File: config.mk
export PLATFORM = sky130hd
export DESIGN_NAME = utf8_to_utf32_decoder_unit
export DESIGN_NICKNAME = d
export VERILOG_FILES = /design/src/rtl/u8d_pkg.sv /design/src/rtl/u8d_decode.sv /design/src/rtl/u8d_result_queue.sv /design/src/rtl/utf8_to_utf32_decoder_unit.sv
export SDC_FILE = /design/constraint.sdc
export NUM_CORES = 1
export LEC_CHECK = 0
export BUFFER_PORTS_ARGS = -buffer_cell sky130_fd_sc_hd__buf_2
export CAP_MARGIN = 40
export CORE_MARGIN = 1
export CORE_UTILIZATION = 62
export CTS_CLUSTER_SIZE = 14
export DETAILED_ROUTE_END_ITERATION = 6
export GPL_TIMING_DRIVEN = 0
export PLACE_DENSITY = 0.81
export SETUP_SLACK_MARGIN = 0.1
export SLEW_MARGIN = 10
export SYNTH_ARGS = -nofsm -noshare
export SYNTH_HDL_FRONTEND = slang
export SYNTH_HIERARCHICAL = 1
export SYNTH_SLANG_ARGS = --single-unit
File: constraint.sdc
create_clock -name clock -period 7.4 [get_ports clock]
set_input_delay 1.48 -clock clock [delete_from_list [all_inputs] [get_ports clock]]
set_output_delay 1.48 -clock clock [all_outputs]
set_load 0.02 [all_outputs]
File: src/rtl/u8d_pkg.sv
// ----------------------------------------------------------------------------
// u8d_pkg
// Types and constants shared by the UTF-8 to UTF-32 decoder modules.
// ----------------------------------------------------------------------------
`default_nettype none

package u8d_pkg;

   localparam int unsigned CpWidth     = 21;
   localparam int unsigned CountWidth  = 16;
   localparam int unsigned StatusWidth = 3;

   // Result status codes.
   localparam logic [StatusWidth-1:0] ST_POINT   = 3'd0;
   localparam logic [StatusWidth-1:0] ST_DONE    = 3'd1;
   localparam logic [StatusWidth-1:0] ST_NOSPACE = 3'd2;
   localparam logic [StatusWidth-1:0] ST_BADCONT = 3'd3;
   localparam logic [StatusWidth-1:0] ST_BADLEAD = 3'd4;

   // Byte class masks and patterns.
   localparam logic [7:0] ASCII_MASK = 8'h80;
   localparam logic [7:0] LEAD2_MASK = 8'hE0;
   localparam logic [7:0] LEAD2_PAT  = 8'hC0;
   localparam logic [7:0] LEAD3_MASK = 8'hF0;
   localparam logic [7:0] LEAD3_PAT  = 8'hE0;
   localparam logic [7:0] LEAD4_MASK = 8'hF8;
   localparam logic [7:0] LEAD4_PAT  = 8'hF0;
   localparam logic [7:0] CONT_MASK  = 8'hC0;
   localparam logic [7:0] CONT_PAT   = 8'h80;

   localparam logic [CountWidth-1:0] CAPACITY_RESET = 16'hFFFF;

   // Result queue depth; one decoded byte can produce two results.
   localparam int unsigned QueueDepth = 4;

   typedef struct packed {
      logic [StatusWidth-1:0] status;
      logic [CpWidth-1:0]     code_point;
      logic [CountWidth-1:0]  emitted_count;
      logic                   run_end;
   } result_type;

   typedef struct packed {
      logic [1:0] count;    // number of results produced: 0, 1 or 2
      result_type first;
      result_type second;
   } push_type;

endpackage

`default_nettype wire

File: src/rtl/u8d_decode.sv
// ----------------------------------------------------------------------------
// u8d_decode
// Per-byte decode step: holds the sequence state and produces up to two
// results for each accepted byte.
// ----------------------------------------------------------------------------
`default_nettype none

module u8d_decode (
   input  wire logic                            clock,
   input  wire logic                            reset,
   input  wire logic                            in_accept,
   input  wire logic [7:0]                      in_byte,
   input  wire logic                            in_last,
   input  wire logic [u8d_pkg::CountWidth-1:0]  capacity,
   output u8d_pkg::push_type                    push
);
   import u8d_pkg::*;

   logic [1:0]            owed_ff, owed_in;
   logic [CpWidth-1:0]    partial_ff, partial_in;
   logic [CountWidth-1:0] count_ff, count_in;
   logic                  discard_ff, discard_in;

   always_comb begin
      logic                   emit;
      logic                   err;
      logic [StatusWidth-1:0] err_status;
      logic [CpWidth-1:0]     emit_cp;
      logic [CpWidth-1:0]     shifted;
      logic [CountWidth-1:0]  cnt_inc;
      logic [CountWidth:0]    cnt_next_slot;
      logic                   lead_ok;

      owed_in       = owed_ff;
      partial_in    = partial_ff;
      count_in      = count_ff;
      discard_in    = discard_ff;
      push          = '0;
      emit          = 1'b0;
      err           = 1'b0;
      err_status    = ST_BADLEAD;
      emit_cp       = '0;
      lead_ok       = 1'b0;
      shifted       = {partial_ff[CpWidth-7:0], in_byte[5:0]};
      cnt_inc       = count_ff + 16'd1;
      cnt_next_slot = {1'b0, cnt_inc} + 17'd1;

      if (in_accept) begin
         if (discard_ff) begin
            if (in_last) begin
               discard_in = 1'b0;
            end
         end else if (owed_ff == 2'd0) begin
            if ((in_byte & ASCII_MASK) == 8'h00) begin
               emit    = 1'b1;
               emit_cp = {13'd0, in_byte};
            end else if ((in_byte & LEAD2_MASK) == LEAD2_PAT) begin
               partial_in = {16'd0, in_byte[4:0]};
               owed_in    = 2'd1;
               lead_ok    = 1'b1;
            end else if ((in_byte & LEAD3_MASK) == LEAD3_PAT) begin
               partial_in = {17'd0, in_byte[3:0]};
               owed_in    = 2'd2;
               lead_ok    = 1'b1;
            end else if ((in_byte & LEAD4_MASK) == LEAD4_PAT) begin
               partial_in = {18'd0, in_byte[2:0]};
               owed_in    = 2'd3;
               lead_ok    = 1'b1;
            end else begin
               err        = 1'b1;
               err_status = ST_BADLEAD;
            end
            // A sequence that starts on the final byte can never finish.
            if (lead_ok && in_last) begin
               err        = 1'b1;
               err_status = ST_NOSPACE;
            end
         end else begin
            if ((in_byte & CONT_MASK) != CONT_PAT) begin
               err        = 1'b1;
               err_status = ST_BADCONT;
            end else begin
               owed_in = owed_ff - 2'd1;
               if (owed_in == 2'd0) begin
                  emit       = 1'b1;
                  emit_cp    = shifted;
                  partial_in = '0;
               end else begin
                  partial_in = shifted;
                  if (in_last) begin
                     err        = 1'b1;
                     err_status = ST_NOSPACE;
                  end
               end
            end
         end

         if (err) begin
            push.count  = 2'd1;
            push.first  = '{status: err_status, code_point: '0,
                            emitted_count: count_ff, run_end: 1'b1};
            owed_in     = '0;
            partial_in  = '0;
            count_in    = '0;
            discard_in  = !in_last;
         end else if (emit) begin
            push.first = '{status: ST_POINT, code_point: emit_cp,
                           emitted_count: cnt_inc, run_end: 1'b0};
            if (emit_cp != '0 && cnt_inc < capacity && !in_last) begin
               push.count = 2'd1;
               count_in   = cnt_inc;
            end else begin
               // Normal stop: a DONE result follows if it still fits, else a NOSPACE result.
               push.count = 2'd2;
               if (cnt_next_slot >= {1'b0, capacity}) begin
                  push.second = '{status: ST_NOSPACE, code_point: '0,
                                  emitted_count: cnt_inc, run_end: 1'b1};
               end else begin
                  push.second = '{status: ST_DONE, code_point: '0,
                                  emitted_count: cnt_next_slot[CountWidth-1:0],
                                  run_end: 1'b1};
               end
               owed_in    = '0;
               partial_in = '0;
               count_in   = '0;
               discard_in = !in_last;
            end
         end
      end
   end

   always_ff @(posedge clock) begin
      if (reset) begin
         owed_ff    <= '0;
         partial_ff <= '0;
         count_ff   <= '0;
         discard_ff <= 1'b0;
      end else begin
         owed_ff    <= owed_in;
         partial_ff <= partial_in;
         count_ff   <= count_in;
         discard_ff <= discard_in;
      end
   end

endmodule

`default_nettype wire

File: src/rtl/u8d_result_queue.sv
// ----------------------------------------------------------------------------
// u8d_result_queue
// Small result register queue: takes up to two results per cycle and hands
// out one per transfer on the result channel.
// ----------------------------------------------------------------------------
`default_nettype none

module u8d_result_queue (
   input  wire logic               clock,
   input  wire logic               reset,
   input  wire u8d_pkg::push_type  push,
   output logic                    room,
   output logic                    out_valid,
   input  wire logic               out_stall,
   output u8d_pkg::result_type     out_result
);
   import u8d_pkg::*;

   localparam int unsigned PtrWidth = $clog2(QueueDepth);
   localparam int unsigned CntWidth = $clog2(QueueDepth + 1);

   result_type          entry_ff [QueueDepth];
   logic [PtrWidth-1:0] wr_ptr_ff, wr_ptr_in;
   logic [PtrWidth-1:0] rd_ptr_ff, rd_ptr_in;
   logic [CntWidth-1:0] fill_ff, fill_in;
   logic                pop;
   logic [PtrWidth-1:0] wr_next;

   assign out_valid  = (fill_ff != '0);
   assign out_result = entry_ff[rd_ptr_ff];
   assign pop        = out_valid && !out_stall;
   assign wr_next    = wr_ptr_ff + PtrWidth'(1);
   // Room for the worst case of two results from the next byte.
   assign room       = (fill_ff <= CntWidth'(QueueDepth - 2));

   always_comb begin
      wr_ptr_in = wr_ptr_ff + PtrWidth'(push.count);
      rd_ptr_in = rd_ptr_ff + PtrWidth'(pop);
      fill_in   = fill_ff + CntWidth'(push.count) - CntWidth'(pop);
   end

   always_ff @(posedge clock) begin
      if (reset) begin
         wr_ptr_ff <= '0;
         rd_ptr_ff <= '0;
         fill_ff   <= '0;
      end else begin
         wr_ptr_ff <= wr_ptr_in;
         rd_ptr_ff <= rd_ptr_in;
         fill_ff   <= fill_in;
      end
   end

   always_ff @(posedge clock) begin
      if (push.count != 2'd0) begin
         entry_ff[wr_ptr_ff] <= push.first;
      end
      if (push.count == 2'd2) begin
         entry_ff[wr_next] <= push.second;
      end
   end

endmodule

`default_nettype wire

File: src/rtl/utf8_to_utf32_decoder_unit.sv
// ----------------------------------------------------------------------------
// utf8_to_utf32_decoder_unit
// Decodes a UTF-8 byte stream into UTF-32 code points, one byte per transfer,
// with end-of-message status results.
// ----------------------------------------------------------------------------
//  channel   direction  handshake          payload
//  req_      in         req_valid/stall    in_byte, in_last
//  rsp_      out        rsp_valid/stall    status, code_point, emitted_count,
//                                          run_end
//  csr_      in         csr_valid/ready    output_capacity
//
//  One byte is accepted per cycle while req_stall is low; its results are written
//  to the result queue at the same edge and can leave on the next cycle.
//  A byte that stops decoding normally gives two results; an error gives one.
//  The output side, one result per cycle while rsp_stall is low, sets the
//  sustained rate, and the four-entry result queue absorbs the extra.
//  Reset clears the sequence state, the queue and sets the capacity to 65535.
//  req_stall rises when the queue cannot take two more results.
// ----------------------------------------------------------------------------
`default_nettype none

module utf8_to_utf32_decoder_unit (
   input  wire logic                              clock,
   input  wire logic                              reset,
   input  wire logic                              req_valid,
   output logic                                   req_stall,
   input  wire logic [7:0]                        req_in_byte,
   input  wire logic                              req_in_last,
   output logic                                   rsp_valid,
   input  wire logic                              rsp_stall,
   output logic [u8d_pkg::StatusWidth-1:0]        rsp_status,
   output logic [u8d_pkg::CpWidth-1:0]            rsp_code_point,
   output logic [u8d_pkg::CountWidth-1:0]         rsp_emitted_count,
   output logic                                   rsp_run_end,
   input  wire logic                              csr_valid,
   output logic                                   csr_ready,
   input  wire logic [u8d_pkg::CountWidth-1:0]    csr_output_capacity
);
   import u8d_pkg::*;

   logic [CountWidth-1:0] capacity_ff;
   logic                  room;
   logic                  req_accept;
   push_type              push;
   result_type            head;

   assign csr_ready  = 1'b1;
   assign req_stall  = !room;
   assign req_accept = req_valid && room;

   always_ff @(posedge clock) begin
      if (reset) begin
         capacity_ff <= CAPACITY_RESET;
      end else if (csr_valid && csr_ready) begin
         capacity_ff <= csr_output_capacity;
      end
   end

   u8d_decode u_decode (
      .clock     (clock),
      .reset     (reset),
      .in_accept (req_accept),
      .in_byte   (req_in_byte),
      .in_last   (req_in_last),
      .capacity  (capacity_ff),
      .push      (push)
   );

   u8d_result_queue u_queue (
      .clock      (clock),
      .reset      (reset),
      .push       (push),
      .room       (room),
      .out_valid  (rsp_valid),
      .out_stall  (rsp_stall),
      .out_result (head)
   );

   assign rsp_status        = head.status;
   assign rsp_code_point    = head.code_point;
   assign rsp_emitted_count = head.emitted_count;
   assign rsp_run_end       = head.run_end;

endmodule

`default_nettype wire

# Word-level counts from Yosys, hierarchy flattened
# Memories as Yosys holds them, arrays and structs flattened. A register that Yosys moved wholly into a read port is not among the register bits.
# Index checks and enable logic that the tools add are counted.
# totals
reg_bits,63
mem_bits_rw,164
input_bits,30
out_inout_bits,44
wordCells,118
memories,1
# classes
addsub,8
magnitude_cmp,3
n_eq_ne,5
mux,77
reduce_logical,16
# mem_list
memory,depth,word_bits,rd,rd_clocked_by_memory_dff,write_ports,line_no,source
u_queue.entry_ff,4,41,1,1,2,u8d_result_queue.sv:22,result_type entry_ff [QueueDepth];
# op_table
op,n
21-bit two-way mux,16
84-bit two-way mux,2
40-bit two-way mux,2
16-bit two-way mux,3
43-bit two-way mux,1
41-bit two-way mux,1
1-bit two-way mux,33
2-bit two-way mux,12
21-bit nonzero test,1
3-bit two-way mux,6
16-bit by 1-bit adder with 17-bit output (second input constant),1
17-bit by 16-bit >= comparator with 1-bit output,1
16-bit by 1-bit adder with 16-bit output (second input constant),1
16-bit less-than comparator,1
8-bit logical NOT,1
8-bit two-way mux,1
5-bit equality test (second input constant),1
1-bit logical AND,5
4-bit equality test (second input constant),1
2-bit logical NOT,2
2-bit nonzero test,2
3-bit by 2-bit adder with 3-bit output,1
3-bit equality test (second input constant),1
3-bit by 2-bit <= comparator with 1-bit output (second input constant),1
10 further kinds,12

# Logic depth before layout (Yosys ltp)
# logic_depth
word_depth,18
depth_mapped,22
mapped_depth_nobuf,19

# By module
# Netlist, hierarchy kept.
# by_module_without_submodules
mod,instances,cells_per_inst,area_per_inst_um2,seq_area_each_um2
u8d_result_queue,1,446,8359.3,5064.9
u8d_decode,1,620,4445.5,680.7
utf8_to_utf32_decoder_unit,1,57,620.6,320.3

# Worst setup path before layout
# OpenSTA, ideal clock, no wires.
# synth_path
path_kind,register to register
from,register u_decode.count_ff[1]
to,"memory u_queue/entry_ff[3][0] in the netlist's numbering, enable pin"
setup_ns,0.444
t_arrival_ns,6.154
required_ns,6.956
setup_slack_ns,0.802
stages_incl_launch_ff,20
n_path_buf,3
synth_period_minus_slack_ns,6.598
cell_sequence,dfxtp_1 > ha_1 > buf_2 > and4_1 > nand2_1 > nor2_1 > and3_1 > xor2_1 > ha_1 > nand4_1 > or4_1 > a311o_1 > and3b_1 > and3_1 > buf_2 > clkbuf_1 > or2_1 > and2b_1 > a21oi_1 > nor2b_1
# synth_lines
item,line_no,source
start: declaration,u8d_decode.sv:21,"logic [CountWidth-1:0] count_ff, count_in;"
start signal: assignment,u8d_decode.sv:141,count_ff <= count_in;
end: declaration,u8d_result_queue.sv:22,

==> flow_summary.toml <==
[outcome]
status = "finished clean"

[power]
p_leak_nw = 6.19
vdd_drop_max_mv = 0.166
p_total_mw = 3.94
p_per_area_nw_per_um2 = 259

[cells_and_area]
utilization_pct = 72.0
antennaDiodeCount = 0
final_nets = 1315
drive_gt1_share_pct = 29.4
syn2layout_area_growth_pct = 13.4

[synthesis]
synth_common_cells = "edfxtp_1 (164), mux2_2 (116), dfxtp_1 (57), nor2_1 (51)"
yosysTopAreaCell = "edfxtp_1"
ys_seq_area_share_pct = 45.2
ys_ff_latch = 221
yosys.area.top_type_share_pct = 36.7
synth_top_family_by_area = "multiplexers"
avgSynthCellArea_um2 = 12.0
synth_area_leaders = "edfxtp_1 (37%), mux2_2 (9.7%), dfxtp_1 (8.5%), mux4_2 (6.9%), mux2_1 (4.0%)"
syn_area_um2 = 13400
synthSimpleGateAreaFrac_pct = 11.1
ys_types = 94
synth_most_common_cell = "edfxtp_1"
synth.area.mux_share_pct = 20.9
yosysWarnings = 6
synth_edf_count = 164
synthArstFlopShare_pct = 0
synth-compound-area-share_pct = 11.1
synthXorXnorAreaFrac_pct = 1.96
yosys.area_share.adder_pct = 3.78
synth_ff_type = "edfxtp_1"
syn-instance-count = 1123

[drt]
initialDrtViolationCount = 855
wire_per_inst_um = 22.3
first_pass_iters = 5
drc = 0
ant_nets = 0
viasPerCell = 6.31
routed_wl_mm = 34.3
vias = 9712

[global_route]
grt_pass1_wl_mm = 52.3
antenna_found_initial = 0
grt_pass1_vias = 9258
track_usage_pct = 30.9
grt_start_max_net_pins = 26
grt-ovfl-total = 0

[worst_hold_path]
hp-class = "reg -> reg"
holdPathStages = 2
hold_path_end = "u_decode/owed_ff[1]$_SDFFE_PP0P_"
min_from = "u_decode/owed_ff[1]$_SDFFE_PP0P_"

[sta]
worst-slew-pin-transition_ns = 0.895
fmax_ghz = 0.146
finalCritPeriodShare_pct = 92.3
final_hold_viol_count = 0
setup_violations = 0
finClkSkew_ns = 0.0152
slew_headroom_pct = 39.9
rsz0062_at_grt = "false"
slew_violations = 0
layout_min_cycle_time_ns = 6.83

[floorplan]
die_area_um2 = 22200
row_count = 53
chipHeight_um = 149
die_x_um = 149
pin_count = 74
core-area_um2 = 21200
start_util_pct = 63.5

[place]
place_hpwl_mm = 24.2
place_congestion = 0.946
portBuffers = 70

[critical_path]
crit_path_start_kind = "register"
cpMaxStageDelayCell = "nor2_4"
worst-setup-path-type = "reg -> reg"
arrival_ns = 7.04
path_cells = "ha_1 -> buf_2 -> and4_1 -> nand2_1 -> nor2_1 -> and3_1 -> xor2_1 -> ha_1 -> nand4_1 -> or4_1 -> a311o_1 -> and3b_1 -> and3_1 -> buf_2 -> clkbuf_1 -> or2_1 -> and2b_1 -> a21oi_1 -> nor2_4 -> buf_16"
r2r_setup_slack_ns = 0.57
max_stage_delay_ns = 0.72
cp-end-kind = "register"
r2r_end = "u_queue/entry_ff[1][11]$_DFFE_PP_"
crit_path_max_fanout = 23
r2r_start = "u_decode/count_ff[1]$_SDFFE_PP0P_"
required_ns = 7.62
rr_worst_depth = 20

[clocking]
tritoncts = "yes"
cts_sinks = 221
numCtsBuffers = 25
clock_path_buffers = 3
cts_hold_repair.buffers = 0
h-tree-depth = 1
root_buffer = "clkbuf_16"
cts_resized = 0
post-cts-setup-buffer-count = 0
clk-insertion-delay-late_ns = 0.52
path_clk_slew_ns = 0.06

[flow_run]
maxCapViolCount = 0
==> sequential cells by signal, indices dropped and copies added, names as in the netlist <==
register	cells
u_queue/entry_ff	164
capacity_ff	16
u_decode/count_ff	16
u_decode/partial_ff	15
u_queue/fill_ff	3
u_decode/owed_ff	2
u_queue/rd_ptr_ff	2
u_queue/wr_ptr_ff	2
u_decode/discard_ff	1
==> layer usage <==
metal	global-route usage, %	up-vias	part of all wire (%)
met5	0	-	0
met4	6.68	0	1.7
met3	4.74	41	8.3
met2	50.7	429	48
met1	43.5	4764	42
li1	-	4478	-
==> worst max-delay path by stage <==
stage	cells after the start	end	from	slack (ns)
final	20	u_queue/entry_ff[1][11]$_DFFE_PP_	u_decode/count_ff[1]$_SDFFE_PP0P_	0.57
after global routing	20	u_queue/entry_ff[1][4]$_DFFE_PP_	u_decode/count_ff[1]$_SDFFE_PP0P_	0.47
after CTS	20	u_queue/entry_ff[1][11]$_DFFE_PP_	u_decode/count_ff[1]$_SDFFE_PP0P_	0.75
after detailed placement	20	u_queue/entry_ff[1][25]$_DFFE_PP_	u_decode/count_ff[1]$_SDFFE_PP0P_	0.77
after global placement	19	u_queue/entry_ff[3][6]$_DFFE_PP_	u_decode/count_ff[1]$_SDFFE_PP0P_	-1.56
after floorplan	19	u_queue/entry_ff[3][0]$_DFFE_PP_	u_decode/count_ff[1]$_SDFFE_PP0P_	0.80
==> metrics by stage <==
stage	cells	setup WS, ns	cell area (µm²)	setup TNS [ns]	hold WS [ns]
floorplan	1144	0.802	13500	0	0.458
finish	1539	0.572	15200	0	0.488
detailed placement	1493	0.772	14300	0	0.479
global placement	1489	-1.56	14200	-117.10	0.483
global route	1539	0.466	15200	0	0.524
CTS	1539	0.754	15200	0	0.490
==> worst max-delay path: cells and delay by family, from the launching register on <==
| family | cells | cell delay [ns] |
|---|---|---|
| fa+ha+maj | 2 | 0.46 |
| flops | 1 | 0.57 |
| compound gates | 2 | 0.55 |
| buf+inv | 4 | 0.92 |
| xor+xnor | 1 | 0.55 |
| simple gates | 11 | 3.47 |
==> where the power goes <==
group | switching (mW) | leakage, nW | internal (mW)
combinational | 0.617 | 3.70 | 0.416
sequential | 0.0590 | 2.05 | 1.51
clock | 0.499 | 0.437 | 0.847
==> cell type report <==
cell class	instances	area, µm²
Buffer	93	624
Sequential cell	221	6070
Clock buffer	33	706
Inverter	45	169
Clock inverter	13	208
Multi-Input combinational cell	785	6660
Timing Repair Buffer	74	445
Tap cell	275	344
Fill cell	1432	5930
==> logic make-up (layout without fill, tap and decap cells) <==
logic type	Yosys count	count (layout)
flops	221	221
fa+ha+maj	40	40
buf+inv	138	258
other cells	2	23
mux	208	208
xor+xnor	30	30
simple gates	271	271
compound gates	213	213
==> layout by cell type (no fill, tap or decap), types with 5 or more instances in the layout <==
cell and instances:
o22ai_1 6, clkbuf_1 31, bufinv_16 5, o21ai_0 40, buf_2 83, buf_6 12, clkbuf_8 8, ha_1 39
xnor2_1 22, mux2_1 48, a21oi_1 46, inv_1 44, mux2_2 116, edfxtp_1 164, nand2_1 48, and2_1 20
nand4_1 13, a211oi_1 11, a31oi_1 5, a22oi_1 17, and3_1 18, nor4_1 6, mux4_2 41, nand2b_1 6
o21a_1 11, xor2_1 8, buf_4 37, o31ai_1 6, conb_1 23, a211o_1 16, dfxtp_1 57, a21boi_0 5
nand3_1 10, nor2b_1 29, nor2_1 50, clkbuf_16 25, nor3_1 34
No activity file was read; power rests on OpenSTA's default activity.
